--- src/design/cafd_ram.sv ---
// Generic single-port RAM with registered read.
`default_nettype none
module cafd_ram #(
  parameter int WIDTH = 16,
  parameter int DEPTH = 16
) (
  input  wire logic                                   clk,
  input  wire logic                                   we,
  input  wire logic [((DEPTH > 1) ? $clog2(DEPTH) : 1)-1:0] addr,
  input  wire logic [WIDTH-1:0]                       wdata,
  output logic      [WIDTH-1:0]                       rdata
);
  logic [WIDTH-1:0] mem [DEPTH];

  always_ff @(posedge clk) begin
    if (we) begin
      mem[addr] <= wdata;
    end
    rdata <= mem[addr];
  end
endmodule
`default_nettype wire

--- config.mk ---
export PLATFORM = sky130hd
export DESIGN_NAME = cafd_ram
export DESIGN_NICKNAME = d
export VERILOG_FILES = /design/src/design/cafd_ram.sv
export SDC_FILE = /design/constraint.sdc
export NUM_CORES = 1
export LEC_CHECK = 0
export ABC_AREA = 1
export BUFFER_PORTS_ARGS = -buffer_cell sky130_fd_sc_hd__buf_4
export CAP_MARGIN = 15
export CORE_ASPECT_RATIO = 0.5
export CORE_UTILIZATION = 61
export DETAILED_ROUTE_END_ITERATION = 8
export PLACE_DENSITY = 0.79
export SYNTH_ARGS = -nofsm -noshare
export SYNTH_HDL_FRONTEND = slang
export SYNTH_SLANG_ARGS = --single-unit
--- constraint.sdc ---
create_clock -name clk -period 3.4 [get_ports clk]
set_clock_uncertainty 0.2 [all_clocks]
set_input_delay 0.34 -clock clk [delete_from_list [all_inputs] [get_ports clk]]
set_output_delay 0.34 -clock clk [all_outputs]
set_load 0.05 [all_outputs]
==> results.ini <==
[status]
outcome = complete, no violations

[logic_synthesis]
synth-seq-cells = 272
total_standard_cell_area_after_synthesis_sq_um = 11150
asyncSetResetFlopFracSynth = 0
yosys-top-cells-area = edfxtp_1 69%, nand2_1 23%, dfxtp_1 2.9%
synth_enable_flop_cells = 256
synth_top_cell_by_area = edfxtp_1
yosys_most_used_dff = edfxtp_1
yosys-top-cells-count = 690 x nand2_1, 256 x edfxtp_1, 38 x inv_1
synthesized_area_per_cell_sq_um = 10.42
total_of_warnings_raised_by_yosys = 0
post-synth-top-count-cell = nand2_1
synth_cell_types = 13
synthesis.instances = 1070
synth_top_area_frac = 0.6893
fraction_of_the_yosys_area_taken_by_sequential_cells = 0.7181
postSynthNetCount = 1092

[clocking]
ctsHtreeMaxLevel = 1
cts_hold_repair.buffers = 16
cts_sinks = 272
post-cts-setup-buffer-count = 0
clock_insertion_delay_worst_skew_ps = 510
cts_inserted_buffers = 23
tritoncts = done
cts_resized = 0
cts_root_buffer = clkbuf_16
path_clk_slew_ps = 70
cts.path.max_buffers = 3

[power_and_ir_drop]
overall_power_mw = 6.868
p_per_area_nw_per_um2 = 548.7
peakVddDrop_mv = 0.4166
static-leakage-power_nw = 5.328

[timing]
hold-worst-slack_ps = 176.7
setup_viol = 0
timing_limited_maximum_frequency_mhz = 496.8
setup_ws_ps = 1387
grt_setup_unrepaired = false
min_period_ps = 2013
timing.slew.headroom = 0.2772
min_period_over_period = 0.5921
hold_viol = 0
number_of_slew_limit_violations_in_the_final_report = 0
setup-tns-final_ps = 0
worst_margin_pin_slew_ps = 1083

[flow_run]
max-cap-violations = 0

[floorplanning]
dieWidth_um = 193.2
core_area_sq_um = 17610
io-pin-count = 38
num_rows = 34
initial_core_util = 0.6332
die_height_um = 97.61
die_area_sq_um = 18860

[place]
place.gp.congestion = 0.8906
post-dp-hpwl_um = 14070
buffer_ports.inserted = 37
post-place-ws_ps = 897.6
placed_cells = 1315
postPlaceCellArea_sq_um = 11640

[global_routing]
grt_antenna_before_repair = 0
globalRouteTotalUtil = 0.2764
global_route_wire_length_before_repair_um = 39320
first_global_vias = 7209
grt_start_max_net_pins = 118
overflow = 0

[critical_path]
regToRegSetupSlack_ps = 2040
crit_path_dat_ps = 1940
reg2regPathDepth = 8
setup.worst_path.end_class = register
critPathRequiredTime_ps = 3320
crit-reg2reg-capture = rdata[13]
worstPathMaxFanout = 31
crit_path_class = in -> reg
r2r-start = mem[15][13]
setup.worst_path.start_class = input port

[detailed_routing]
drt-pass1-iter-count = 7
antenna_left = 0
routed-via-count = 7463
wirelength_um = 25140
routed_wire_length_per_instance_um = 18.32
post_drt_via_cell_ratio = 5.440
detail_route.drc_violations = 0
drt_iter0_drc = 829

[layout]
postLayoutCellArea_sq_um = 12520
multi_input_comb_area_sq_um = 2723
final-seq-area_sq_um = 8008
fillers = 1179
layout.cells.non_filler = 1372
utilization = 0.7107
num-nets-final = 1144
final_layout_size_suffix_gt1_frac = 0.09490
area_growth_pct = 12.24
diodes = 0

[min_path]
worst_hold_path.endpoint = rdata[10]
min-delay-path-class = in -> reg
min_delay_path_depth = 7
min-delay-start = addr[1]

cell type report:
cell class	instances	share of cell area
Clock buffer	38	0.05368
Tap cell	234	0.02339
Multi-Input combinational cell	712	0.2175
Clock inverter	3	0.003199
Sequential cell	272	0.6397
Timing Repair Buffer	74	0.05058
Inverter	39	0.01190
registers in the layout, indices dropped and copies added, names as in the netlist:
signal  count
mem       256
rdata      16
cell usage in the layout (no fill, tap or decap), drive strengths merged:
cell | Yosys | routed
buf | 42 | 58
nor2 | 18 | 18
inv | 39 | 39
clkbuf | 5 | 38
bufinv | 0 | 1
nand3 | 4 | 4
dfxtp | 16 | 16
nand2 | 690 | 690
dlygate4sd3 | 0 | 16
edfxtp | 256 | 256
clkinv | 0 | 2
critical path, stage by stage:
cell     delay (ps)
buf_4           180
inv_4           270
nand3_1         270
nor2_2          850
routing by layer:
layer	wire, um	vias up	global-route usage
met5	0	-	0
met1	10540	3526	0.3886
met2	11800	373	0.4501
met3	2278	48	0.04998
li1	-	3516	-
met4	522	0	0.07508
cells by family (layout without fill, tap and decap cells):
kind of cell  count (synthesis)  count (layout)  synth area share
buf+inv                      86             154           0.04140
simple gates                712             712            0.2405
flops                       272             272            0.7181
power by group:
part	internal, mW	switching (mW)	leakage, nW
clock network	1.42	1.13	0.347
registers	3.75	0.0215	2.45
logic	0.150	0.398	2.53
worst max path at each step:
stage                        from          to  slack (ps)
after floorplan           addr[0]   mem[6][0]        1170
after global placement    addr[0]  mem[12][6]         900
after detailed placement  addr[0]   mem[8][0]         900
after CTS                 addr[0]  mem[12][6]        1420
after global routing      addr[0]   mem[8][9]        1310
final                     addr[0]  mem[12][6]        1390
No activity file was read; power rests on OpenSTA's default activity.
