[src/design/cafd_pkg.sv]
// Shared types and constants for the codebook ADPCM frame decoder.
`default_nettype none
package cafd_pkg;
  localparam int NUM_PREDICTORS = 16;
  localparam int NUM_POS = 16;
  localparam int NUM_LANES = 8;
  localparam int PRED_W = (NUM_PREDICTORS > 1) ? $clog2(NUM_PREDICTORS) : 1;
  localparam int IN_DATA_W = 128;
  localparam int OUT_DATA_W = 16;
  localparam int FRAC_SHIFT = 11;
  localparam int MAX_SHIFT = 12;
  localparam int TERM_LAST = 9;
  localparam int MAC_LAST = 10;

  typedef enum logic [1:0] {
    CMD_DECODE = 2'd0,
    CMD_COEF   = 2'd1,
    CMD_HIST   = 2'd2,
    CMD_NONE   = 2'd3
  } cmd_t;

  typedef enum logic [2:0] {
    ST_IDLE,
    ST_READ,
    ST_MAC,
    ST_LOAD,
    ST_EMIT
  } state_t;

  typedef struct packed {
    logic prod_en;
    logic acc_en;
    logic acc_first;
  } lane_ctl_t;
endpackage
`default_nettype wire

[src/design/cafd_lane.sv]
// One multiply-accumulate lane: registered product, 32-bit wrapping accumulator.
`default_nettype none
module cafd_lane (
  input  wire logic               clk,
  input  wire cafd_pkg::lane_ctl_t ctl,
  input  wire logic signed [15:0] coef,
  input  wire logic signed [15:0] smp,
  output logic signed [31:0]      acc
);
  logic signed [31:0] prod_r, prod_nxt;
  logic signed [31:0] acc_r, acc_nxt;

  always_comb begin
    prod_nxt = ctl.prod_en ? coef * smp : prod_r;
    if (!ctl.acc_en) begin
      acc_nxt = acc_r;
    end else if (ctl.acc_first) begin
      acc_nxt = prod_r;
    end else begin
      acc_nxt = acc_r + prod_r;
    end
  end

  always_ff @(posedge clk) begin
    prod_r <= prod_nxt;
    acc_r  <= acc_nxt;
  end

  assign acc = acc_r;
endmodule
`default_nettype wire

[config.mk]
export PLATFORM = sky130hd
export DESIGN_NAME = cafd_lane
export DESIGN_NICKNAME = d
export VERILOG_FILES = /design/src/design/cafd_pkg.sv /design/src/design/cafd_lane.sv
export SDC_FILE = /design/constraint.sdc
export NUM_CORES = 1
export LEC_CHECK = 0
export BUFFER_PORTS_ARGS = -buffer_cell sky130_fd_sc_hd__buf_2
export CAP_MARGIN = 40
export CORE_MARGIN = 1
export CORE_UTILIZATION = 38
export CTS_BUF_LIST = sky130_fd_sc_hd__clkbuf_4 sky130_fd_sc_hd__clkbuf_8
export DETAILED_ROUTE_END_ITERATION = 7
export GPL_TIMING_DRIVEN = 1
export MAX_ROUTING_LAYER = met4
export SYNTH_ARGS = -nofsm -noshare
export SYNTH_HDL_FRONTEND = slang
export SYNTH_SLANG_ARGS = --single-unit
export TNS_END_PERCENT = 100
[constraint.sdc]
create_clock -name clk -period 17.5 [get_ports clk]
set_input_delay 5.25 -clock clk [delete_from_list [all_inputs] [get_ports clk]]
set_output_delay 5.25 -clock clk [all_outputs]
set_load 0.01 [all_outputs]
==> metrics.md, run 1 <==
| Metric | Value |
|---|---|
| Outcome | aborted with a tool error |
| Last stage | detailed routing |
| First error | [ERROR DRT-0255] Maze Route cannot find path of net clk in worker of routeBox ( 144900 0 ) ( 191060 48300 ). |
| Max H-tree Level | 3 |
| Register area share after synthesis | approximately 14% |
| Syn nets | 1847 |
| Gpl congestion | 0.843 |
| Post-Syn Area | 13600 um2 |
| # hold bufs at CTS | 0 |
| Main combinational cell family by area after synthesis | adder cells |
| Die H | 191 um |
| Via count of the first global-routing pass | a little over 10k |
| Adder-cell share of the synthesized area | 49.2% |
| First-pass GRT wire length | roughly 52 mm |
| Setup Buffers After CTS | 0 |
| IO buf count | 67 |
| Total GRT Usage | 18.5% |
| Clk sinks | 64 |
| Maximum buffer depth of the clock tree | 2 |
| Die W | 191 um |
| GR Overflow Total | 0 |
| CTS resizes | 0 |
| Ports | 68 |
| Post-synth EDFFs | 64 |
| Clock tree root driver cell | clkbuf_8 |
| DP HPWL | 25.2 mm |
| Total CTS buffers | 9 |
| Yosys top cell area share | 38.8% |
| Initial core utilization | 38.9% |
| Compound-Gate Fraction of Synth Area | 8.07% |
| Std cell rows | just under 70 |
| Yosys reg bits | 64 |
| Simple-gate area share of the yosys netlist | 14.3% |
| Post-synth top flop | edfxtp_1 |
| Synthesis warning total | 0 |
| Post-synthesis mux area share | less than 1% |
| Post-synth top area cell | fa_1 |
| Placed Cells | around 1.9k |
| Initial antenna violation count | 0 |
| Post-synthesis async set-or-reset flop share | 0% |
| Syn Inst Count | 1435 |
| Avg Cell Area, Syn | 9.47 um2 |
| Synth unique cells | 57 |
| Largest net degree at the start of global routing | 35 |
| Synth area leaders | fa_1, edfxtp_1, ha_1 |
| Synth Area in XOR/XNOR | 3.87% |
-- cells in the mapped netlist (20+ instances only) --
| cell type | count |
|---|---|
| nor2_1 | 37 |
| nand2_1 | 168 |
| ha_1 | 113 |
| a21oi_1 | 41 |
| edfxtp_1 | 64 |
| xor2_1 | 20 |
| o21ai_0 | 50 |
| xnor2_1 | 40 |
| and2_1 | 124 |
| inv_1 | 325 |
| clkbuf_1 | 40 |
| fa_1 | 263 |
-- routing by layer --
metal	track usage (%)
met5	-
met4	3.97
met3	3.49
met2	27.9
met1	25.7
-- cells by family after synthesis --
kind of cell,Yosys count
compound gates,171
simple gates,395
buf+inv,365
mux,4
flops,64
fa+ha+maj,376
xor+xnor,60
-- through the flow --
stage | area (um2) | util (%) | setup slack, ns
after detailed placement | 14400 | 41.2 | 6.01
after global placement | 14300 | 41.1 | 6.05
after global routing | 14600 | 41.8 | 6.09
after CTS | 14600 | 41.8 | 6.41
after floorplan | 13600 | - | 6.50
==> inputs of run 2 (changes only) <==
CORE_UTILIZATION = 23   (was 38)
CTS_BUF_LIST = unset   (was sky130_fd_sc_hd__clkbuf_4 sky130_fd_sc_hd__clkbuf_8)
MAX_ROUTING_LAYER = unset   (was met4)
PLACE_DENSITY_LB_ADDON = 0.15   (was unset)
==> metrics.md, run 2 <==
| Metric | Value |
|---|---|
| Outcome | finished, final reports clean |
| Min Clock Period, post-route | 11.23 ns |
| Share of layout cells above drive strength 1 | 6.96% |
| Clock tree root driver cell | clkbuf_16 |
| Clk sinks | 64 |
| Std cell rows | between 80 and 90 |
| R2r setup slk | 13.90 ns |
| Largest net degree at the start of global routing | 62 |
| Layout Area Growth over Synthesis | 10.9% |
| Startpoint Class | input pin |
| Synth area leaders | fa_1, edfxtp_1, ha_1 |
| Final setup vio count | 0 |
| Most frequent cells in the layout | inv_1, fa_1, nand2_1 |
| Synthesis warning total | 0 |
| Post-synth top area cell | fa_1 |
| GR Overflow Total | 0 |
| Detailed-route wire length per cell | 15.7 um |
| Hold EP | acc[12] |
| Maximum fanout along the worst path | 16 |
| Syn Inst Count | roughly 1.4k |
| Die area | 60000 um2 |
| Core Area | 58000 um2 |
| Drt first pass iters | 4 |
| First-pass GRT wire length | 57.0 mm |
| Maxcap violations | 0 |
| DRT Wirelength | 35.2 mm |
| FF-to-FF Start | prod_r[16] |
| Worst hold start | prod_r[12] |
| Tcrit/Tclk final | approximately 64% |
| Final #Nets | between 1.5k and 2k |
| Post-Syn Area | 13600 um2 |
| Die H | 245 um |
| Synth unique cells | 57 |
| Yosys top cell area share | 38.8% |
| Worst slew pin tran | 0.743 ns |
| Multi-input logic area | 10300 um2 |
| Starting DRT DRC Count | approximately 340 |
| CTS resizes | 0 |
| Crit end category | flop |
| R2R Path End | acc[31] |
| Worst path arrival time | around 11 ns |
| Commonest non-fill, non-tap cell in the layout | inv_1 |
| PnR worst setup slack | approximately 6.3 ns |
| Clk_lat worst skew | 0.36 ns |
| Top-count cell post-synth | inv_1 |
| Largest stage delay on the critical path | 0.56 ns |
| Slew HR | around half |
| Post-synth top flop | edfxtp_1 |
| Total GRT Usage | around an eighth |
| Maximum buffer depth of the clock tree | 2 |
| Filler cell count in the final layout | between 6k and 7k |
| Hold path cells | 2 |
| Initial antenna violation count | 0 |
| Post-synthesis async set-or-reset flop share | 0% |
| Antenna diodes | 0 |
| Syn nets | 1847 |
| Setup Buffers After CTS | 0 |
| Register area | 1920 um2 |
| Via density | 4.07 |
| IO buf count | 67 |
| Top cells by count, synth | inv_1, fa_1, nand2_1, and2_1, ha_1 |
| CTS tree | done |
| CP most frequent cell | fa_1 |
| DRC Markers | 0 |
| Max H-tree Level | 3 |
| Critical path required time | 17.59 ns |
| Clk_skew | roughly 0.013 ns |
| Die W | 245 um |
| Final hold vios | 0 |
| Via count of the first global-routing pass | 9956 |
| Gpl congestion | 0.795 |
| Hold Path Class | flop to flop |
| DP HPWL | 29.6 mm |
| CP max stage cell | fa_1 |
| Yosys reg bits | 64 |
| Worst slack, placed | 5.82 ns |
| Initial core utilization | a little under a quarter |
| Total CTS buffers | 9 |
| RSZ-0062 raised after global routing | no |
| Setup TNS | 0 ns |
| Fin. max-slew vios | 0 |
| Ports | 68 |
| Antenna-violating nets left | 0 |
| # hold bufs at CTS | 0 |
| Reg2reg path depth | 11 |
| Avg Cell Area, Syn | 9.47 um2 |
| Register area share after synthesis | 14.1% |
| Crit path kind | input pin to flop |
| Clock-pin slew on the worst setup and hold paths | 0.07 ns |
| Vias | 9145 |
| Post-synth EDFFs | between 60 and 70 |
| Cell Chain, Critical Path | buf_2 > nand2_1 > fa_1 > fa_1 > fa_1 > inv_1 > fa_1 > fa_1 > inv_1 > fa_1 > inv_1 > ha_1 > nand4_1 > or4_1 > nand2_1 > a211oi_2 > o21ai_0 > a211o_1 > a31o_2 > a21oi_1 > xnor2_1 |
| Fmax | 89.0 MHz |
-- run 2: cell counts after synthesis --
Identical to the previous run, type by type.
-- run 2: per-layer routing --
metal / share of wire (%) / global-route usage, % / wire length, um
met2: 44 / 19.9 / 15700
met1: 53 / 17.7 / 18500
met5: 0 / 0 / 0
met4: 0.98 / 2.41 / 345
met3: 2.0 / 1.02 / 688
-- run 2: worst max path at each step --
stage	to	depth (start not counted)	from	slack, ns
after floorplan	prod_r[31]	22	coef[15]	6.50
after global placement	prod_r[31]	21	coef[12]	5.79
after detailed placement	prod_r[31]	21	coef[12]	5.82
after CTS	prod_r[31]	21	coef[12]	6.19
after global routing	prod_r[31]	21	coef[12]	5.93
final	prod_r[31]	21	coef[12]	6.27
-- run 2: final cells by class --
cell class / count / share of cell area, %
flip-flops and latches: 64 / 12.8
inverters: 325 / 8.10
clock buffers: 9 / 1.50
clock inverters: 7 / 0.540
well taps: 765 / 6.36
repair buffers: 69 / 2.41
multi-input cells: 1006 / 68.3
-- run 2: worst max-delay path: cells and delay by family --
family / cells / cell delay, ns
xor gates and xnor gates: 1 / 0.12
adders and majority gates: 7 / 3.45
buffers and inverters: 4 / 0.47
AOI/OAI and AO/OA: 5 / 0.98
and+or+nand+nor: 4 / 1.05
-- run 2: kinds of logic (layout without fill, tap and decap cells) --
kind of cell	Yosys count	in the layout	share of synthesized area (%)
buffers and inverters	365	410	10.1
XOR/XNOR	60	60	3.87
AO/OA/AOI/OAI	171	171	8.07
multiplexers	4	4	0.322
adder cells (fa/ha/maj)	376	376	49.2
AND/OR/NAND/NOR	395	395	14.3
flip-flops	64	64	14.1
-- run 2: metrics by stage --
stage               instance area, um2  hold slack, ns  utilization, %  std cells
CTS                              15100           0.564            26.0       2245
global route                     15100           0.583            26.0       2245
detailed placement               14800           0.553            25.4       2229
global placement                 14700           0.552            25.4       2228
floorplan                        13600           0.528               -       1435
finish                           15100           0.558            26.0       2245
Power of run 2 is left out: the tool's default activity adds up to more than one toggle a clock period on the data nets, which glitch-free logic cannot reach.
==> inputs of run 3 (changes only) <==
clock period = 9.4 ns   (was 17.5 ns; I/O delays follow)
==> metrics.md, run 3 (synthesized netlist as in run 2, its figures left out) <==
| Metric | Value |
|---|---|
| Hold path cells | 2 |
| Busiest grt layer | met2 |
| Met2 Use GR | 19.6% |
| Total CTS buffers | 9 |
| Vias | 9187 |
| Maximum buffer depth of the clock tree | 2 |
| DP HPWL | around 30 mm |
| Commonest non-fill, non-tap cell in the layout | inv_1 |
| GR met1 Demand/Resource | between 15 and 20% |
| Crit path kind | input pin to flop |
| Met3 GRT Util | 1.06% |
| Hold Path Class | flop to flop |
| Slew HR | 51.8% |
| Die W | approximately 250 um |
| CTS resizes | 0 |
| PnR worst setup slack | around 0.66 ns |
| Hold EP | acc[13] |
| Filler cell count in the final layout | 6199 |
| RSZ-0062 raised after global routing | no |
| Clock-pin slew on the worst setup and hold paths | roughly 0.060 ns |
| Layout Area Growth over Synthesis | 12.2% |
| Outcome | finished, final reports clean |
| Critical path required time | 9.50 ns |
| Clk_lat worst skew | between 0.3 and 0.4 ns |
| Min Clock Period, post-route | 8.74 ns |
| Fmax | 114 MHz |
| Most frequent cells in the layout | inv_1, fa_1, nand2_1 |
| Worst slew pin tran | 0.723 ns |
| Clk sinks | 64 |
| Final setup vio count | 0 |
| Final #Nets | 1905 |
| GR Overflow Total | 0 |
| Setup TNS | 0 ns |
| R2r setup slk | 5.73 ns |
| Ports | 68 |
| Drt first pass iters | 5 |
| Share of layout cells above drive strength 1 | between 8 and 9% |
| Antenna-violating nets left | 0 |
| Final hold vios | 0 |
| Worst hold start | prod_r[13] |
| Initial core utilization | between 20% and 30% |
| Via count of the first global-routing pass | 10.1k |
| Starting DRT DRC Count | 467 |
| Initial antenna violation count | 0 |
| IO buf count | 67 |
| Reg2reg path depth | 11 |
| Via density | 4.06 |
| DRT Wirelength | 34.8 mm |
| Startpoint Class | input pin |
| Setup Buffers After CTS | 0 |
| Total GRT Usage | 12.2% |
| Maximum fanout along the worst path | 16 |
| Tcrit/Tclk final | 92.9% |
| Worst slack, placed | 0.284 ns |
| FF-to-FF Start | acc[1] |
| Fin. max-slew vios | 0 |
| Core Area | 58000 um2 |
| DRC Markers | 0 |
| Die H | ~250 um |
| Largest net degree at the start of global routing | between 60 and 70 |
| Clk_skew | between 0.01 and 0.015 ns |
| CTS tree | done |
| Worst path arrival time | 8.83 ns |
| Gpl congestion | ~0.77 |
| Detailed-route wire length per cell | 15.4 um |
| Clock tree root driver cell | clkbuf_16 |
| Max H-tree Level | 3 |
| Die area | 60000 um2 |
| Crit end category | flop |
| Antenna diodes | 0 |
| First-pass GRT wire length | approximately 57 mm |
| R2R Path End | acc[31] |
| Maxcap violations | 0 |
| # hold bufs at CTS | 0 |
| Std cell rows | 88 |
## run 3: area by class of cell
type / count / area (um2) / area share, %
multi-input combinational: 1006 / 10300 / 67.5
clock buffer: 9 / 225 / 1.48
inverter: 325 / 1220 / 8.01
tap: 765 / 957 / 6.28
clock inverter: 7 / 125 / 0.821
timing repair buffer: 87 / 498 / 3.27
sequential: 64 / 1920 / 12.6
## run 3: how the worst max path moves through the flow
stage,from,end,slack [ns],cells after the start
floorplan,coef[15],prod_r[31],0.83,22
global placement,coef[8],prod_r[31],0.27,23
detailed placement,coef[9],prod_r[31],0.28,22
CTS,coef[9],prod_r[30],0.65,20
global route,coef[9],prod_r[31],0.34,22
finish,smp[1],prod_r[31],0.66,22
## run 3: per-stage QoR
stage	hold slack, ns	instances	instance area, um2	util, %
finish	0.556	2263	15200	26.3
global route	0.589	2263	15200	26.3
CTS	0.562	2263	15200	26.3
detailed placement	0.556	2247	14900	25.7
global placement	0.553	2246	14900	25.6
floorplan	0.528	1435	13600	-
## run 3: worst max-delay path, cell delays in order
cell      delay (ns)
buf_2           0.31
nand2_1         0.14
fa_1            0.53
fa_1            0.47
fa_1            0.54
inv_1           0.06
fa_1            0.49
fa_1            0.49
inv_1           0.05
fa_1            0.47
inv_1           0.04
ha_1            0.35
a21oi_1         0.18
nor2b_1         0.06
o21ai_0         0.24
a21oi_1         0.12
a211oi_2        0.37
o21ai_0         0.28
a211o_1         0.34
a31o_2          0.24
a21oi_1         0.17
xnor2_1         0.08
## run 3: layer usage
layer | share of wire (%) | vias up | routed length, um
met1 | 53 | 4537 | 18400
met2 | 44 | 96 | 15500
li1 | - | 4541 | -
met4 | 0.89 | 0 | 310
met5 | 0 | - | 0
met3 | 2.0 | 13 | 687
Power of run 3 is left out for the same reason.
