==> config.mk <==
export PLATFORM = sky130hd
export DESIGN_NAME = cafd_merge
export DESIGN_NICKNAME = d
export VERILOG_FILES = /design/src/design/cafd_pkg.sv /design/src/design/cafd_merge.sv
export SDC_FILE = /design/constraint.sdc
export NUM_CORES = 1
export LEC_CHECK = 0
export ABC_AREA = 1
export BUFFER_PORTS_ARGS = -buffer_cell sky130_fd_sc_hd__buf_2
export CORE_MARGIN = 10
export CORE_UTILIZATION = 48
export DETAILED_ROUTE_END_ITERATION = 7
export HOLD_SLACK_MARGIN = 0.06
export PLACE_DENSITY_LB_ADDON = 0.2
export SLEW_MARGIN = 5
export SYNTH_ARGS = -nofsm -noshare
export SYNTH_HDL_FRONTEND = slang
export SYNTH_SLANG_ARGS = --single-unit
==> constraint.sdc <==
create_clock -name clk -period 1.2 [get_ports clk]
set_input_delay 0.18 -clock clk [delete_from_list [all_inputs] [get_ports clk]]
set_output_delay 0.18 -clock clk [all_outputs]
set_load 0.005 [all_outputs]
==> src/design/cafd_pkg.sv <==
// Shared types and constants for the codebook ADPCM frame decoder.
`default_nettype none
package cafd_pkg;
  localparam int NUM_PREDICTORS = 16;
  localparam int NUM_POS = 16;
  localparam int NUM_LANES = 8;
  localparam int PRED_W = (NUM_PREDICTORS > 1) ? $clog2(NUM_PREDICTORS) : 1;
  localparam int IN_DATA_W = 128;
  localparam int OUT_DATA_W = 16;
  localparam int FRAC_SHIFT = 11;
  localparam int MAX_SHIFT = 12;
  localparam int TERM_LAST = 9;
  localparam int MAC_LAST = 10;

  typedef enum logic [1:0] {
    CMD_DECODE = 2'd0,
    CMD_COEF   = 2'd1,
    CMD_HIST   = 2'd2,
    CMD_NONE   = 2'd3
  } cmd_t;

  typedef enum logic [2:0] {
    ST_IDLE,
    ST_READ,
    ST_MAC,
    ST_LOAD,
    ST_EMIT
  } state_t;

  typedef struct packed {
    logic prod_en;
    logic acc_en;
    logic acc_first;
  } lane_ctl_t;
endpackage
`default_nettype wire

==> src/design/cafd_merge.sv <==
// Scales and saturates the lane sums, holds them and streams them out in order.
`default_nettype none
module cafd_merge (
  input  wire logic               clk,
  input  wire logic               rst_n,
  input  wire logic               load,
  input  wire logic               second_half,
  input  wire logic signed [31:0] acc [cafd_pkg::NUM_LANES],
  input  wire logic               out_tready,
  output logic                    out_tvalid,
  output logic [15:0]             out_tdata,   // [15:0] pcm_sample
  output logic                    out_tlast,   // last_sample
  output logic                    done,
  output logic signed [15:0]      y_older,
  output logic signed [15:0]      y_newer
);
  logic signed [15:0] y      [cafd_pkg::NUM_LANES];
  logic signed [15:0] buf_r  [cafd_pkg::NUM_LANES];
  logic [2:0]         idx_r, idx_nxt;
  logic               busy_r, busy_nxt;
  logic               last_r, last_nxt;
  logic               fire;

  always_comb begin
    logic signed [20:0] q;
    for (int i = 0; i < cafd_pkg::NUM_LANES; i++) begin
      q = 21'(acc[i] >>> cafd_pkg::FRAC_SHIFT);
      if (q > 21'sd32767) begin
        y[i] = 16'sh7fff;
      end else if (q < -21'sd32768) begin
        y[i] = 16'sh8000;
      end else begin
        y[i] = q[15:0];
      end
    end
  end

  assign fire = busy_r && out_tready;

  always_comb begin
    busy_nxt = busy_r;
    idx_nxt  = idx_r;
    last_nxt = last_r;
    if (load) begin
      busy_nxt = 1'b1;
      idx_nxt  = 3'd0;
      last_nxt = second_half;
    end else if (fire) begin
      idx_nxt = idx_r + 3'd1;
      if (idx_r == 3'(cafd_pkg::NUM_LANES - 1)) begin
        busy_nxt = 1'b0;
      end
    end
  end

  always_ff @(posedge clk) begin
    if (!rst_n) begin
      busy_r <= 1'b0;
      idx_r  <= 3'd0;
      last_r <= 1'b0;
    end else begin
      busy_r <= busy_nxt;
      idx_r  <= idx_nxt;
      last_r <= last_nxt;
    end
  end

  always_ff @(posedge clk) begin
    if (load) begin
      for (int i = 0; i < cafd_pkg::NUM_LANES; i++) begin
        buf_r[i] <= y[i];
      end
    end
  end

  assign out_tvalid = busy_r;
  assign out_tdata  = buf_r[idx_r];
  assign out_tlast  = last_r && (idx_r == 3'(cafd_pkg::NUM_LANES - 1));
  assign done       = fire && (idx_r == 3'(cafd_pkg::NUM_LANES - 1));
  assign y_older    = y[cafd_pkg::NUM_LANES - 2];
  assign y_newer    = y[cafd_pkg::NUM_LANES - 1];
endmodule
`default_nettype wire

==> report_table.html, run 1 <==
<table>
<tr><th>Metric</th><th>Value</th></tr>
<tr><th colspan="2">Run status</th></tr>
<tr><td>Violations in the final reports</td><td>setup timing</td></tr>
<tr><td>Result of the run</td><td>complete, but fails checks</td></tr>
<tr><th colspan="2">Timing</th></tr>
<tr><td>Worst path setup slack after routing</td><td>-0.609 ns</td></tr>
<tr><td>Number of max-slew violations in the final report</td><td>0</td></tr>
<tr><td>Final Cycle Share</td><td>151%</td></tr>
<tr><td>Fmax</td><td>0.553 GHz</td></tr>
<tr><td>Worst slew pin tran</td><td>0.726 ns</td></tr>
<tr><td>Number of endpoints failing setup at the final stage</td><td>42</td></tr>
<tr><td>Tightest slew margin relative to the limit</td><td>51.6%</td></tr>
<tr><td>Final count of hold timing violations</td><td>0</td></tr>
<tr><td>Final Critical Period</td><td>1.81 ns</td></tr>
<tr><td>Sum Neg Setup Slack</td><td>-10.69 ns</td></tr>
<tr><td>Unrepaired setup endpoints after global routing</td><td>true</td></tr>
<tr><td>Setup skew after layout</td><td>0.00122 ns</td></tr>
<tr><th colspan="2">Worst setup path</th></tr>
<tr><td>Req. time, crit path</td><td>1.02 ns</td></tr>
<tr><td>Standard cell with the maximum stage delay on the critical path</td><td>sky130_fd_sc_hd__dfxtp_4</td></tr>
<tr><td>Cell type with the highest occurrence count on the critical path</td><td>sky130_fd_sc_hd__nand2_1</td></tr>
<tr><td>Critical path type</td><td>flip-flop to output pin</td></tr>
<tr><td>Critical path, cell by cell</td><td>inv_8 &gt; buf_12 &gt; nand2_4 &gt; nand3_2 &gt; nand2_2 &gt; nand2_1 &gt; nand2_1 &gt; buf_2</td></tr>
<tr><td>Startpoint type of the worst setup path</td><td>flip-flop</td></tr>
<tr><td>Arrival @ worst endpoint</td><td>1.63 ns</td></tr>
<tr><td>Slowest stage delay, CP</td><td>0.43 ns</td></tr>
<tr><td>Category of cells accounting for the largest share of critical-path delay</td><td>flip-flops</td></tr>
<tr><td>Maximum fanout along the worst path</td><td>14</td></tr>
<tr><td>Crit path buf inv count</td><td>3</td></tr>
<tr><td>Sort of element at the end of the critical path</td><td>output pin</td></tr>
<tr><th colspan="2">Layout</th></tr>
<tr><td>Final design utilization</td><td>77.9%</td></tr>
<tr><td>Most frequent standard cell in the layout excluding fill and tap cells</td><td>sky130_fd_sc_hd__nand2_1</td></tr>
<tr><td>Commonest cells after routing, fill and taps aside</td><td>400 x sky130_fd_sc_hd__nand2_1, 189 x sky130_fd_sc_hd__buf_2, 138 x sky130_fd_sc_hd__inv_1, 128 x sky130_fd_sc_hd__edfxtp_1, 98 x sky130_fd_sc_hd__dlygate4sd3_1</td></tr>
<tr><td>FILL cells</td><td>909</td></tr>
<tr><td>Share of layout cells above drive strength 1</td><td>32.9%</td></tr>
<tr><td>Layout Area Growth over Synthesis</td><td>57.4%</td></tr>
<tr><td>Final net count</td><td>1534</td></tr>
<tr><th colspan="2">Synthesis</th></tr>
<tr><td>Register bit count reported by yosys</td><td>136</td></tr>
<tr><td>Count of distinct cell types in the synthesized netlist</td><td>19</td></tr>
<tr><td>Number of enable-type register cells in the synthesized netlist</td><td>128</td></tr>
<tr><td>Syn Inst Count</td><td>912</td></tr>
<tr><td>Cell area after technology mapping</td><td>7250 um^2</td></tr>
<tr><td>Per-instance average area after synthesis</td><td>7.95 um^2</td></tr>
<tr><td>Synth Net Count</td><td>1175</td></tr>
<tr><td>Sequential share of the synthesized area</td><td>55.2%</td></tr>
<tr><td>Yosys warning total</td><td>0</td></tr>
<tr><td>Proportion of register bits with asynchronous set or reset after synthesis</td><td>0%</td></tr>
<tr><td>Top flip-flop cell by instance count after synthesis</td><td>sky130_fd_sc_hd__edfxtp_1</td></tr>
<tr><th colspan="2">Route</th></tr>
<tr><td>WL/cell</td><td>17.3 um</td></tr>
<tr><td>Average vias per placed instance</td><td>5.01</td></tr>
<tr><td>First-pass detailed-route iteration total</td><td>5</td></tr>
<tr><td>Total via count after detailed routing</td><td>7354</td></tr>
<tr><td>Post-route ant nets</td><td>0</td></tr>
<tr><td>Remaining routing DRC violations</td><td>0</td></tr>
<tr><td>Final wirelength</td><td>25400 um</td></tr>
<tr><td>Initial detailed-routing violation count</td><td>484</td></tr>
<tr><th colspan="2">Floorplanning</th></tr>
<tr><td>Total die area</td><td>20400 um^2</td></tr>
<tr><td>Number of core rows</td><td>44</td></tr>
<tr><td>Top-level I/O count</td><td>312</td></tr>
<tr><td>X dimension of the die</td><td>143 um</td></tr>
<tr><td>Core ar.</td><td>14600 um^2</td></tr>
<tr><td>Die height</td><td>143 um</td></tr>
<tr><td>Effective utilization at floorplan</td><td>49.5%</td></tr>
<tr><th colspan="2">Worst hold path</th></tr>
<tr><td>Worst hold path class</td><td>primary input to flip-flop</td></tr>
<tr><th colspan="2">Placed design</th></tr>
<tr><td>Post-DP HPWL</td><td>15800 um</td></tr>
<tr><td># port buffers</td><td>223</td></tr>
<tr><td>Weighted congestion at the end of routability-driven global placement</td><td>0.857</td></tr>
<tr><th colspan="2">GRT</th></tr>
<tr><td>Pin count of the biggest net entering global routing</td><td>35</td></tr>
<tr><td>Leftover overflow at the end of global routing</td><td>0</td></tr>
<tr><td>First-pass GRT wire length</td><td>35800 um</td></tr>
<tr><td>Number of global-route vias before repair</td><td>7252</td></tr>
<tr><td>Combined global-route utilization of all metal layers</td><td>22.4%</td></tr>
<tr><td>Number of antenna violations at the first check in global routing</td><td>1</td></tr>
<tr><th colspan="2">CTS</th></tr>
<tr><td>Clock latency reported for the late side of the worst-skew pair</td><td>0.41 ns</td></tr>
<tr><td>CTS buffer count</td><td>17</td></tr>
<tr><td>Clock Tree Root</td><td>sky130_fd_sc_hd__clkbuf_16</td></tr>
<tr><td>TritonCTS clock tree</td><td>yes</td></tr>
<tr><td>Level count of the clock H-tree</td><td>4</td></tr>
<tr><td>Clk slew on worst S/H paths</td><td>0.05 ns</td></tr>
<tr><td>Clock sinks</td><td>136</td></tr>
<tr><td>Max Buffers Root-to-Sink</td><td>2</td></tr>
<tr><th colspan="2">Pwr</th></tr>
<tr><td>Cell leakage power</td><td>0.00578 uW</td></tr>
<tr><td>Maximum vdd drop</td><td>1.02 mV</td></tr>
<tr><td>Ratio of total power to cell area</td><td>1110 nW/um^2</td></tr>
<tr><td>Power consumption</td><td>12700 uW</td></tr>
<tr><th colspan="2">Flow run</th></tr>
<tr><td>Reported max-cap violation count</td><td>0</td></tr>
</table>
## final timing paths
check | from | endpoint | slack (ns) | depth (start not counted)
min reg2reg | out_tvalid$_SDFFE_PN0P_ | out_tvalid$_SDFFE_PN0P_ | 0.50 | 2
max reg2reg | idx_r[0]$_SDFFE_PP0P_ | idx_r[2]$_SDFFE_PP0P_ | 0.12 | 4
max | flip-flop | out_tdata[3] | -0.61 | 8
min | acc[240] | buf_r[0][5]$_SDFFCE_PN1P_ | 0.07 | 3
## stage by stage
step / cell area (um^2) / hold slack (ns) / setup WS (ns) / instances
floorplan: 7250 / 0.292 / 0.108 / 912
global placement: 8740 / 0.399 / -0.218 / 1303
detailed placement: 8740 / 0.397 / -0.206 / 1303
CTS: 10500 / 0.0470 / -0.585 / 1442
global route: 11400 / 0.0807 / -0.682 / 1467
finish: 11400 / 0.0689 / -0.609 / 1467
## cell type report
| type | count | area (um^2) | share of cell area, % |
|---|---|---|---|
| diodes | 1 | 2.50 | 0.0219 |
| clock buffers | 23 | 448 | 3.93 |
| clock inverters | 7 | 31.3 | 0.274 |
| inverters | 141 | 537 | 4.70 |
| multi-input cells | 588 | 2900 | 25.5 |
| flip-flops and latches | 136 | 4010 | 35.2 |
| well taps | 184 | 230 | 2.02 |
| repair buffers | 387 | 3240 | 28.4 |
## cells by family (layout without fill, tap and decap cells)
logic type,Yosys count,after routing,synth area share [%]
AO/OA/AOI/OAI,15,15,1.66
AND/OR/NAND/NOR,570,570,30.9
XOR/XNOR,1,1,0.121
buffers and inverters,188,558,11.8
flip-flops,136,136,55.2
adder cells (fa/ha/maj),2,2,0.345
other,0,1,0
## worst reg2reg max path: stages, from the launching register on
cell and delay, ns:
sky130_fd_sc_hd__dfxtp_2 0.33, sky130_fd_sc_hd__ha_4 0.16, sky130_fd_sc_hd__ha_4 0.25, sky130_fd_sc_hd__nand2_1 0.04
sky130_fd_sc_hd__a21oi_1 0.20
## cell usage after synthesis, types with 6 or more instances
cell type                  instances  share of area (%)
sky130_fd_sc_hd__nor2_1           15               0.78
sky130_fd_sc_hd__buf_4            19                2.0
sky130_fd_sc_hd__buf_2            12               0.83
sky130_fd_sc_hd__nand2_1         477                 25
sky130_fd_sc_hd__buf_6             8                1.2
sky130_fd_sc_hd__clkbuf_1          8               0.41
sky130_fd_sc_hd__nor3_1            6               0.41
sky130_fd_sc_hd__inv_1           140                7.3
sky130_fd_sc_hd__dfxtp_1           8                2.2
sky130_fd_sc_hd__o21ai_2           8               0.97
sky130_fd_sc_hd__edfxtp_1        128                 53
sky130_fd_sc_hd__nand3_1          72                5.0
## layer usage
layer  part of all wire (%)  global-route usage, %  vias to the layer above
met5                      0                      0                        -
met4                    3.0                   8.14                        0
met3                    8.1                   5.67                       60
met2                     52                   39.7                      365
met1                     37                   25.7                     3405
li1                       -                      -                     3524
## flip-flops by register name, summed over array words and instances, names as in the netlist, named ones only
register / flops
last_r: 1
buf_r: 128
out_tvalid: 1
idx_r: 3
## power breakdown
| group | switching [uW] | internal, uW | total [uW] |
|---|---|---|---|
| Clock | 1850 | 2570 | 4420 |
| Combinational | 1270 | 1220 | 2490 |
| Sequential | 107 | 5650 | 5760 |
## timing repair
action	CTS	global route
buffers inserted	2	21
hold buffers	104	0
gates resized for setup	47	150
cloned	3	5
pin swaps	10	48
endpoints found under the setup margin	26	51
hold endpoints to repair	112	0
(Power assumes the default switching activity.)
==> inputs of run 2 (changes only) <==
--- a/config.mk
+++ b/config.mk
@@ -7,7 +7,7 @@
 export LEC_CHECK = 0
 export ABC_AREA = 1
 export BUFFER_PORTS_ARGS = -buffer_cell sky130_fd_sc_hd__buf_2
-export CORE_MARGIN = 10
+export CORE_MARGIN = 5
 export CORE_UTILIZATION = 48
 export DETAILED_ROUTE_END_ITERATION = 7
 export HOLD_SLACK_MARGIN = 0.06
==> run 2 against run 1 <==
Effect of this change:
- the run still ends with setup timing left
- clock-buffer cell count down 5
- largest power group unchanged
- register-to-register slack about the same
- highest routed layer unchanged
- fmax down 1.1%
- non-clock buffer count decreased by 10
- critical path depth is the same
- via count is 2.6% lower
- clock power grew 23%
- die area down 14%
- wire length down 8.0%
- design area is 0.20% lower
==> report_table.html, run 2 (synthesized netlist as in run 1, its figures left out) <==
<table>
<tr><th>Metric</th><th>Value</th></tr>
<tr><th colspan="2">Worst setup path</th></tr>
<tr><td>R2R Path Start</td><td>idx_r[1]$_SDFFE_PP0P_</td></tr>
<tr><td>Sort of element at the end of the critical path</td><td>output pin</td></tr>
<tr><td>Req. time, crit path</td><td>1.02 ns</td></tr>
<tr><td>Maximum fanout along the worst path</td><td>5</td></tr>
<tr><td>Critical path type</td><td>flip-flop to output pin</td></tr>
<tr><td>Startpoint type of the worst setup path</td><td>flip-flop</td></tr>
<tr><td>Arrival @ worst endpoint</td><td>1.65 ns</td></tr>
<tr><th colspan="2">Timing</th></tr>
<tr><td>Unrepaired setup endpoints after global routing</td><td>true</td></tr>
<tr><td>Setup skew after layout</td><td>0.00491 ns</td></tr>
<tr><td>Worst slew pin tran</td><td>0.696 ns</td></tr>
<tr><td>Final Cycle Share</td><td>152%</td></tr>
<tr><td>Final Critical Period</td><td>1.83 ns</td></tr>
<tr><td>Number of max-slew violations in the final report</td><td>0</td></tr>
<tr><td>Number of endpoints failing setup at the final stage</td><td>38</td></tr>
<tr><td>Worst path setup slack after routing</td><td>-0.630 ns</td></tr>
<tr><td>Final count of hold timing violations</td><td>0</td></tr>
<tr><td>Tightest slew margin relative to the limit</td><td>53.6%</td></tr>
<tr><td>Fmax</td><td>0.547 GHz</td></tr>
<tr><th colspan="2">Worst hold path</th></tr>
<tr><td>Worst hold path class</td><td>primary input to flip-flop</td></tr>
<tr><td>Worst Hold Launch</td><td>acc[20]</td></tr>
<tr><th colspan="2">Route</th></tr>
<tr><td>Total via count after detailed routing</td><td>7163</td></tr>
<tr><td>First-pass detailed-route iteration total</td><td>5</td></tr>
<tr><td>Initial detailed-routing violation count</td><td>512</td></tr>
<tr><td>Remaining routing DRC violations</td><td>0</td></tr>
<tr><td>Average vias per placed instance</td><td>4.90</td></tr>
<tr><td>Post-route ant nets</td><td>0</td></tr>
<tr><td>WL/cell</td><td>16.0 um</td></tr>
<tr><td>Final wirelength</td><td>23400 um</td></tr>
<tr><th colspan="2">Placed design</th></tr>
<tr><td>Cells after DPL</td><td>1309</td></tr>
<tr><td>Placed cell area</td><td>8710 um^2</td></tr>
<tr><td>Place WS</td><td>-0.226 ns</td></tr>
<tr><td>Weighted congestion at the end of routability-driven global placement</td><td>0.829</td></tr>
<tr><td># port buffers</td><td>223</td></tr>
<tr><td>Post-DP HPWL</td><td>14800 um</td></tr>
<tr><th colspan="2">Layout</th></tr>
<tr><td>Commonest cells after routing, fill and taps aside</td><td>407 x sky130_fd_sc_hd__nand2_1, 195 x sky130_fd_sc_hd__buf_2, 139 x sky130_fd_sc_hd__inv_1, 128 x sky130_fd_sc_hd__edfxtp_1, 89 x sky130_fd_sc_hd__dlygate4sd3_1</td></tr>
<tr><td>Final design utilization</td><td>76.0%</td></tr>
<tr><td>Share of layout cells above drive strength 1</td><td>33.8%</td></tr>
<tr><td>Final Cell Area</td><td>11400 um^2</td></tr>
<tr><td>Final net count</td><td>1524</td></tr>
<tr><td>Flip-flop count of the largest register after layout</td><td>128</td></tr>
<tr><td>Biggest regs</td><td>buf_r (128), idx_r (3)</td></tr>
<tr><td>Layout Area Growth over Synthesis</td><td>57.1%</td></tr>
<tr><td>ANT cells</td><td>0</td></tr>
<tr><td>Most frequent standard cell in the layout excluding fill and tap cells</td><td>sky130_fd_sc_hd__nand2_1</td></tr>
<tr><td>Biggest register</td><td>buf_r</td></tr>
<tr><td>Non-filler cells, final</td><td>1461</td></tr>
<tr><td>FILL cells</td><td>1057</td></tr>
<tr><th colspan="2">Floorplanning</th></tr>
<tr><td>Core ar.</td><td>15000 um^2</td></tr>
<tr><td>Top-level I/O count</td><td>312</td></tr>
<tr><td>Effective utilization at floorplan</td><td>48.4%</td></tr>
<tr><td>Die height</td><td>133 um</td></tr>
<tr><td>Total die area</td><td>17700 um^2</td></tr>
<tr><td>Number of core rows</td><td>45</td></tr>
<tr><td>X dimension of the die</td><td>133 um</td></tr>
<tr><th colspan="2">CTS</th></tr>
<tr><td>CTS buffer count</td><td>17</td></tr>
<tr><td>Clock latency reported for the late side of the worst-skew pair</td><td>0.42 ns</td></tr>
<tr><td>Max Buffers Root-to-Sink</td><td>2</td></tr>
<tr><td>TritonCTS clock tree</td><td>yes</td></tr>
<tr><td>Level count of the clock H-tree</td><td>4</td></tr>
<tr><td>Clock Tree Root</td><td>sky130_fd_sc_hd__clkbuf_16</td></tr>
<tr><td>Clk slew on worst S/H paths</td><td>0.06 ns</td></tr>
<tr><td>Clock sinks</td><td>136</td></tr>
<tr><td>Number of buffers inserted by hold repair at cts</td><td>89</td></tr>
<tr><th colspan="2">GRT</th></tr>
<tr><td>Leftover overflow at the end of global routing</td><td>0</td></tr>
<tr><td>Number of global-route vias before repair</td><td>6978</td></tr>
<tr><td>Pin count of the biggest net entering global routing</td><td>31</td></tr>
<tr><td>Combined global-route utilization of all metal layers</td><td>24.6%</td></tr>
<tr><td>Number of antenna violations at the first check in global routing</td><td>0</td></tr>
<tr><td>First-pass GRT wire length</td><td>34300 um</td></tr>
<tr><th colspan="2">Flow run</th></tr>
<tr><td>Reported max-cap violation count</td><td>0</td></tr>
<tr><th colspan="2">Pwr</th></tr>
<tr><td>Cell leakage power</td><td>0.00576 uW</td></tr>
<tr><td>Power consumption</td><td>13600 uW</td></tr>
<tr><td>Ratio of total power to cell area</td><td>1190 nW/um^2</td></tr>
<tr><td>Maximum vdd drop</td><td>0.817 mV</td></tr>
<tr><th colspan="2">Run status</th></tr>
<tr><td>Result of the run</td><td>complete, but fails checks</td></tr>
<tr><td>Violations in the final reports</td><td>setup timing</td></tr>
</table>
[run 2: cell types whose count changed in the layout (fill, tap and decap cells not counted), sizes merged]
cell          before  now
dlymetal6s4s       5    0
buf              279  282
inv              141  142
dlygate4sd3       98   89
diode              1    0
bufinv             0    4
clkinv             7    8
clkbuf            28   24
[run 2: final timing paths]
check,endpoint,slack [ns],cells past startpoint
hold reg to reg,out_tvalid$_SDFFE_PN0P_,0.50,2
hold / removal,buf_r[7][9]$_DFFE_PP_,0.06,3
setup / recovery,out_tdata[11],-0.63,8
setup reg to reg,idx_r[2]$_SDFFE_PP0P_,0.12,4
[run 2: per-layer routing]
layer	vias to the layer above	GRT usage, %	routed length (um)
li1	3509	-	-
met1	3308	29.8	8810
met2	301	44.1	12200
met3	45	5.29	1810
met4	0	7.45	547
met5	-	0	0
[run 2: power by group]
group / internal [uW] / total, uW / leakage [uW] / switching, uW
clock: 3460 / 5420 / 0.000301 / 1960
combinational: 1160 / 2380 / 0.00413 / 1220
sequential: 5660 / 5760 / 0.00133 / 107
total: 10300 / 13600 / 0.00576 / 3280
[run 2: per-stage QoR]
step / setup TNS (ns) / hold WS (ns)
6_report: -10.28 / 0.0558
5_1_grt: -12.19 / 0.0575
4_1_cts: -9.77 / 0.0455
3_5_place_dp: -4.45 / 0.401
3_3_place_gp: -3.32 / 0.397
2_1_floorplan: 0 / 0.292
[run 2: area by class of cell]
type	instances	area (um^2)	share of cell area, %
clock inverter	13	179	1.57
multi-input combinational	588	2890	25.4
inverter	141	537	4.71
timing repair buffer	377	3110	27.3
clock buffer	18	429	3.77
sequential	136	4010	35.2
tap	188	235	2.07
[run 2: timing repair]
action / 4_1_cts / 5_1_grt
endpoints found under the setup margin: 29 / 45
setup buffers: 3 / 17
endpoints found under the hold margin: 99 / 3
pin swaps: 8 / 47
gates resized for setup: 54 / 128
gates cloned: 5 / 7
[run 2: worst max-delay path: stages (launching register included)]
cell and delay [ns]:
sky130_fd_sc_hd__dfxtp_4 0.43, sky130_fd_sc_hd__buf_8 0.15, sky130_fd_sc_hd__clkbuf_16 0.15, sky130_fd_sc_hd__nand2_1 0.07, sky130_fd_sc_hd__nand3_2 0.07, sky130_fd_sc_hd__nand2_1 0.06, sky130_fd_sc_hd__nand2_1 0.09, sky130_fd_sc_hd__nand2_1 0.09
sky130_fd_sc_hd__buf_2 0.13
==> inputs of run 3 (changes only) <==
--- a/config.mk
+++ b/config.mk
@@ -12,6 +12,7 @@
 export DETAILED_ROUTE_END_ITERATION = 7
 export HOLD_SLACK_MARGIN = 0.06
 export PLACE_DENSITY_LB_ADDON = 0.2
+export RECOVER_POWER = 25
 export SLEW_MARGIN = 5
 export SYNTH_ARGS = -nofsm -noshare
 export SYNTH_HDL_FRONTEND = slang
==> run 3 against run 2 <==
Effect of this change:
- the run still ends with setup timing left
- wire length about the same
- largest power group unchanged
- register-to-register slack about the same
- clock skew barely moved
- sequential power hardly changed
- sequential share of layout area about the same
- critical path depth unchanged
- combinational power hardly changed
- critical endpoint unchanged
- global-route usage unchanged
- via count is essentially flat
- cell count is the same
==> report_table.html, run 3 (synthesized netlist as in run 1, its figures left out) <==
<table>
<tr><th>Metric</th><th>Value</th></tr>
<tr><th colspan="2">Timing</th></tr>
<tr><td>Number of endpoints failing setup at the final stage</td><td>94</td></tr>
<tr><td>Final Critical Period</td><td>1.83 ns</td></tr>
<tr><td>Final count of hold timing violations</td><td>0</td></tr>
<tr><td>Worst slew pin tran</td><td>1.06 ns</td></tr>
<tr><td>Worst path setup slack after routing</td><td>-0.629 ns</td></tr>
<tr><td>Sum Neg Setup Slack</td><td>-11.33 ns</td></tr>
<tr><td>Fmax</td><td>0.547 GHz</td></tr>
<tr><td>Unrepaired setup endpoints after global routing</td><td>true</td></tr>
<tr><td>Tightest slew margin relative to the limit</td><td>29.1%</td></tr>
<tr><td>Setup skew after layout</td><td>0.00489 ns</td></tr>
<tr><td>Final worst hold slack</td><td>0.0559 ns</td></tr>
<tr><td>Final Cycle Share</td><td>152%</td></tr>
<tr><td>Number of max-slew violations in the final report</td><td>0</td></tr>
<tr><th colspan="2">Floorplanning</th></tr>
<tr><td>Die height</td><td>133 um</td></tr>
<tr><td>Number of core rows</td><td>45</td></tr>
<tr><td>Top-level I/O count</td><td>312</td></tr>
<tr><td>Effective utilization at floorplan</td><td>48.4%</td></tr>
<tr><td>Total die area</td><td>17700 um^2</td></tr>
<tr><td>X dimension of the die</td><td>133 um</td></tr>
<tr><td>Core ar.</td><td>15000 um^2</td></tr>
<tr><th colspan="2">Run status</th></tr>
<tr><td>Violations in the final reports</td><td>setup timing</td></tr>
<tr><td>Result of the run</td><td>complete, but fails checks</td></tr>
<tr><th colspan="2">GRT</th></tr>
<tr><td>Pin count of the biggest net entering global routing</td><td>31</td></tr>
<tr><td>Leftover overflow at the end of global routing</td><td>0</td></tr>
<tr><td>Number of antenna violations at the first check in global routing</td><td>0</td></tr>
<tr><td>Combined global-route utilization of all metal layers</td><td>24.6%</td></tr>
<tr><td>First-pass GRT wire length</td><td>34300 um</td></tr>
<tr><td>Number of global-route vias before repair</td><td>6978</td></tr>
<tr><th colspan="2">CTS</th></tr>
<tr><td>CTS buffer count</td><td>17</td></tr>
<tr><td>Clock Tree Root</td><td>sky130_fd_sc_hd__clkbuf_16</td></tr>
<tr><td>Level count of the clock H-tree</td><td>4</td></tr>
<tr><td>TritonCTS clock tree</td><td>yes</td></tr>
<tr><td>Clock latency reported for the late side of the worst-skew pair</td><td>0.42 ns</td></tr>
<tr><td>Clk slew on worst S/H paths</td><td>0.06 ns</td></tr>
<tr><td>Number of buffers inserted by hold repair at cts</td><td>89</td></tr>
<tr><td>Max Buffers Root-to-Sink</td><td>2</td></tr>
<tr><td>Clock sinks</td><td>136</td></tr>
<tr><th colspan="2">Placed design</th></tr>
<tr><td>Post-DP HPWL</td><td>14800 um</td></tr>
<tr><td>Weighted congestion at the end of routability-driven global placement</td><td>0.829</td></tr>
<tr><td>Placed cell area</td><td>8710 um^2</td></tr>
<tr><td>Place WS</td><td>-0.226 ns</td></tr>
<tr><td># port buffers</td><td>223</td></tr>
<tr><th colspan="2">Layout</th></tr>
<tr><td>Final design utilization</td><td>76.0%</td></tr>
<tr><td>Most frequent standard cell in the layout excluding fill and tap cells</td><td>sky130_fd_sc_hd__nand2_1</td></tr>
<tr><td>Share of layout cells above drive strength 1</td><td>33.7%</td></tr>
<tr><td>Layout Area Growth over Synthesis</td><td>57.1%</td></tr>
<tr><td>Final Cell Area</td><td>11400 um^2</td></tr>
<tr><td>Biggest regs</td><td>buf_r (128), idx_r (3)</td></tr>
<tr><td>Biggest register</td><td>buf_r</td></tr>
<tr><td>ANT cells</td><td>0</td></tr>
<tr><td>Final net count</td><td>1524</td></tr>
<tr><td>Flip-flop count of the largest register after layout</td><td>128</td></tr>
<tr><td>Commonest cells after routing, fill and taps aside</td><td>407 x sky130_fd_sc_hd__nand2_1, 195 x sky130_fd_sc_hd__buf_2, 139 x sky130_fd_sc_hd__inv_1, 128 x sky130_fd_sc_hd__edfxtp_1, 89 x sky130_fd_sc_hd__dlygate4sd3_1</td></tr>
<tr><td>FILL cells</td><td>1059</td></tr>
<tr><th colspan="2">Worst setup path</th></tr>
<tr><td>Req. time, crit path</td><td>1.02 ns</td></tr>
<tr><td>Critical path, cell by cell</td><td>buf_8 &gt; clkbuf_16 &gt; nand2_1 &gt; nand3_2 &gt; nand2_1 &gt; nand2_1 &gt; nand2_1 &gt; buf_2</td></tr>
<tr><td>Arrival @ worst endpoint</td><td>1.65 ns</td></tr>
<tr><td>Standard cell with the maximum stage delay on the critical path</td><td>sky130_fd_sc_hd__dfxtp_4</td></tr>
<tr><td>Maximum fanout along the worst path</td><td>5</td></tr>
<tr><td>Sort of element at the end of the critical path</td><td>output pin</td></tr>
<tr><td>Cell type with the highest occurrence count on the critical path</td><td>sky130_fd_sc_hd__nand2_1</td></tr>
<tr><td>Crit path buf inv count</td><td>3</td></tr>
<tr><td>Critical path type</td><td>flip-flop to output pin</td></tr>
<tr><td>Cell count along the critical path</td><td>8</td></tr>
<tr><td>Slowest stage delay, CP</td><td>0.43 ns</td></tr>
<tr><td>Category of cells accounting for the largest share of critical-path delay</td><td>flip-flops</td></tr>
<tr><td>Worst r2r path cells</td><td>4</td></tr>
<tr><td>Startpoint type of the worst setup path</td><td>flip-flop</td></tr>
<tr><th colspan="2">Route</th></tr>
<tr><td>Total via count after detailed routing</td><td>7164</td></tr>
<tr><td>Final wirelength</td><td>23400 um</td></tr>
<tr><td>WL/cell</td><td>16.0 um</td></tr>
<tr><td>Average vias per placed instance</td><td>4.90</td></tr>
<tr><td>Initial detailed-routing violation count</td><td>512</td></tr>
<tr><td>Post-route ant nets</td><td>0</td></tr>
<tr><td>Remaining routing DRC violations</td><td>0</td></tr>
<tr><td>First-pass detailed-route iteration total</td><td>5</td></tr>
<tr><th colspan="2">Worst hold path</th></tr>
<tr><td>Worst hold path class</td><td>primary input to flip-flop</td></tr>
<tr><td>Instance count along the most critical hold path</td><td>3</td></tr>
<tr><th colspan="2">Flow run</th></tr>
<tr><td>Reported max-cap violation count</td><td>0</td></tr>
<tr><th colspan="2">Pwr</th></tr>
<tr><td>Ratio of total power to cell area</td><td>1190 nW/um^2</td></tr>
<tr><td>Cell leakage power</td><td>0.00576 uW</td></tr>
<tr><td>Maximum vdd drop</td><td>0.817 mV</td></tr>
</table>
==> run 3: changes by cell type in the layout (fill, tap and decap cells not counted), sizes merged <==
cell    change
buf         -1
clkbuf      +1
==> run 3: power breakdown <==
part           total, uW  leakage, uW  switching (uW)  internal [uW]
sequential          5760      0.00133             106           5660
clock               5420     0.000301            1960           3460
combinational       2370      0.00413            1210           1160
==> run 3: final timing paths <==
check,startpoint,endpoint,slack [ns]
max,flip-flop,out_tdata[11],-0.63
min,acc[20],buf_r[7][9]$_DFFE_PP_,0.06
max reg2reg,idx_r[1]$_SDFFE_PP0P_,idx_r[2]$_SDFFE_PP0P_,0.12
min reg2reg,out_tvalid$_SDFFE_PN0P_,out_tvalid$_SDFFE_PN0P_,0.50
==> run 3: worst register-to-register path: cells and delay by family (launching register included) <==
kind                       cells  cell delay [ns]
adders and majority gates      2             0.41
DFF                            1             0.34
AOI/OAI and AO/OA              1             0.19
and+or+nand+nor                1             0.04
==> run 3: metrics by stage <==
step,instances,total power [uW]
3_3_place_gp,1309,7500
6_report,1461,13600
3_5_place_dp,1309,7530
2_1_floorplan,912,6660
5_1_grt,1461,14100
4_1_cts,1437,13200
==> run 3: layer usage <==
metal | part of all wire (%) | vias to the layer above | wire, um | GRT usage [%]
met3 | 7.8 | 45 | 1820 | 5.29
met1 | 38 | 3311 | 8790 | 29.8
li1 | - | 3509 | - | -
met4 | 2.3 | 0 | 547 | 7.45
met2 | 52 | 299 | 12200 | 44.1
met5 | 0 | - | 0 | 0
==> run 3: layout make-up <==
| cell class | instances | area (um^2) | share of cell area (%) |
|---|---|---|---|
| Clock buffer | 18 | 429 | 3.77 |
| Sequential cell | 136 | 4010 | 35.2 |
| Tap cell | 188 | 235 | 2.07 |
| Multi-Input combinational cell | 588 | 2890 | 25.4 |
| Timing Repair Buffer | 377 | 3100 | 27.2 |
| Inverter | 141 | 537 | 4.72 |
| Clock inverter | 13 | 179 | 1.57 |
==> run 3: repair_timing <==
item,4_1_cts,5_1_grt
cloned,5,7
pin swaps,8,47
gates resized for setup,54,128
buffers inserted,3,17
hold endpoints to repair,99,3
endpoints found under the setup margin,29,45
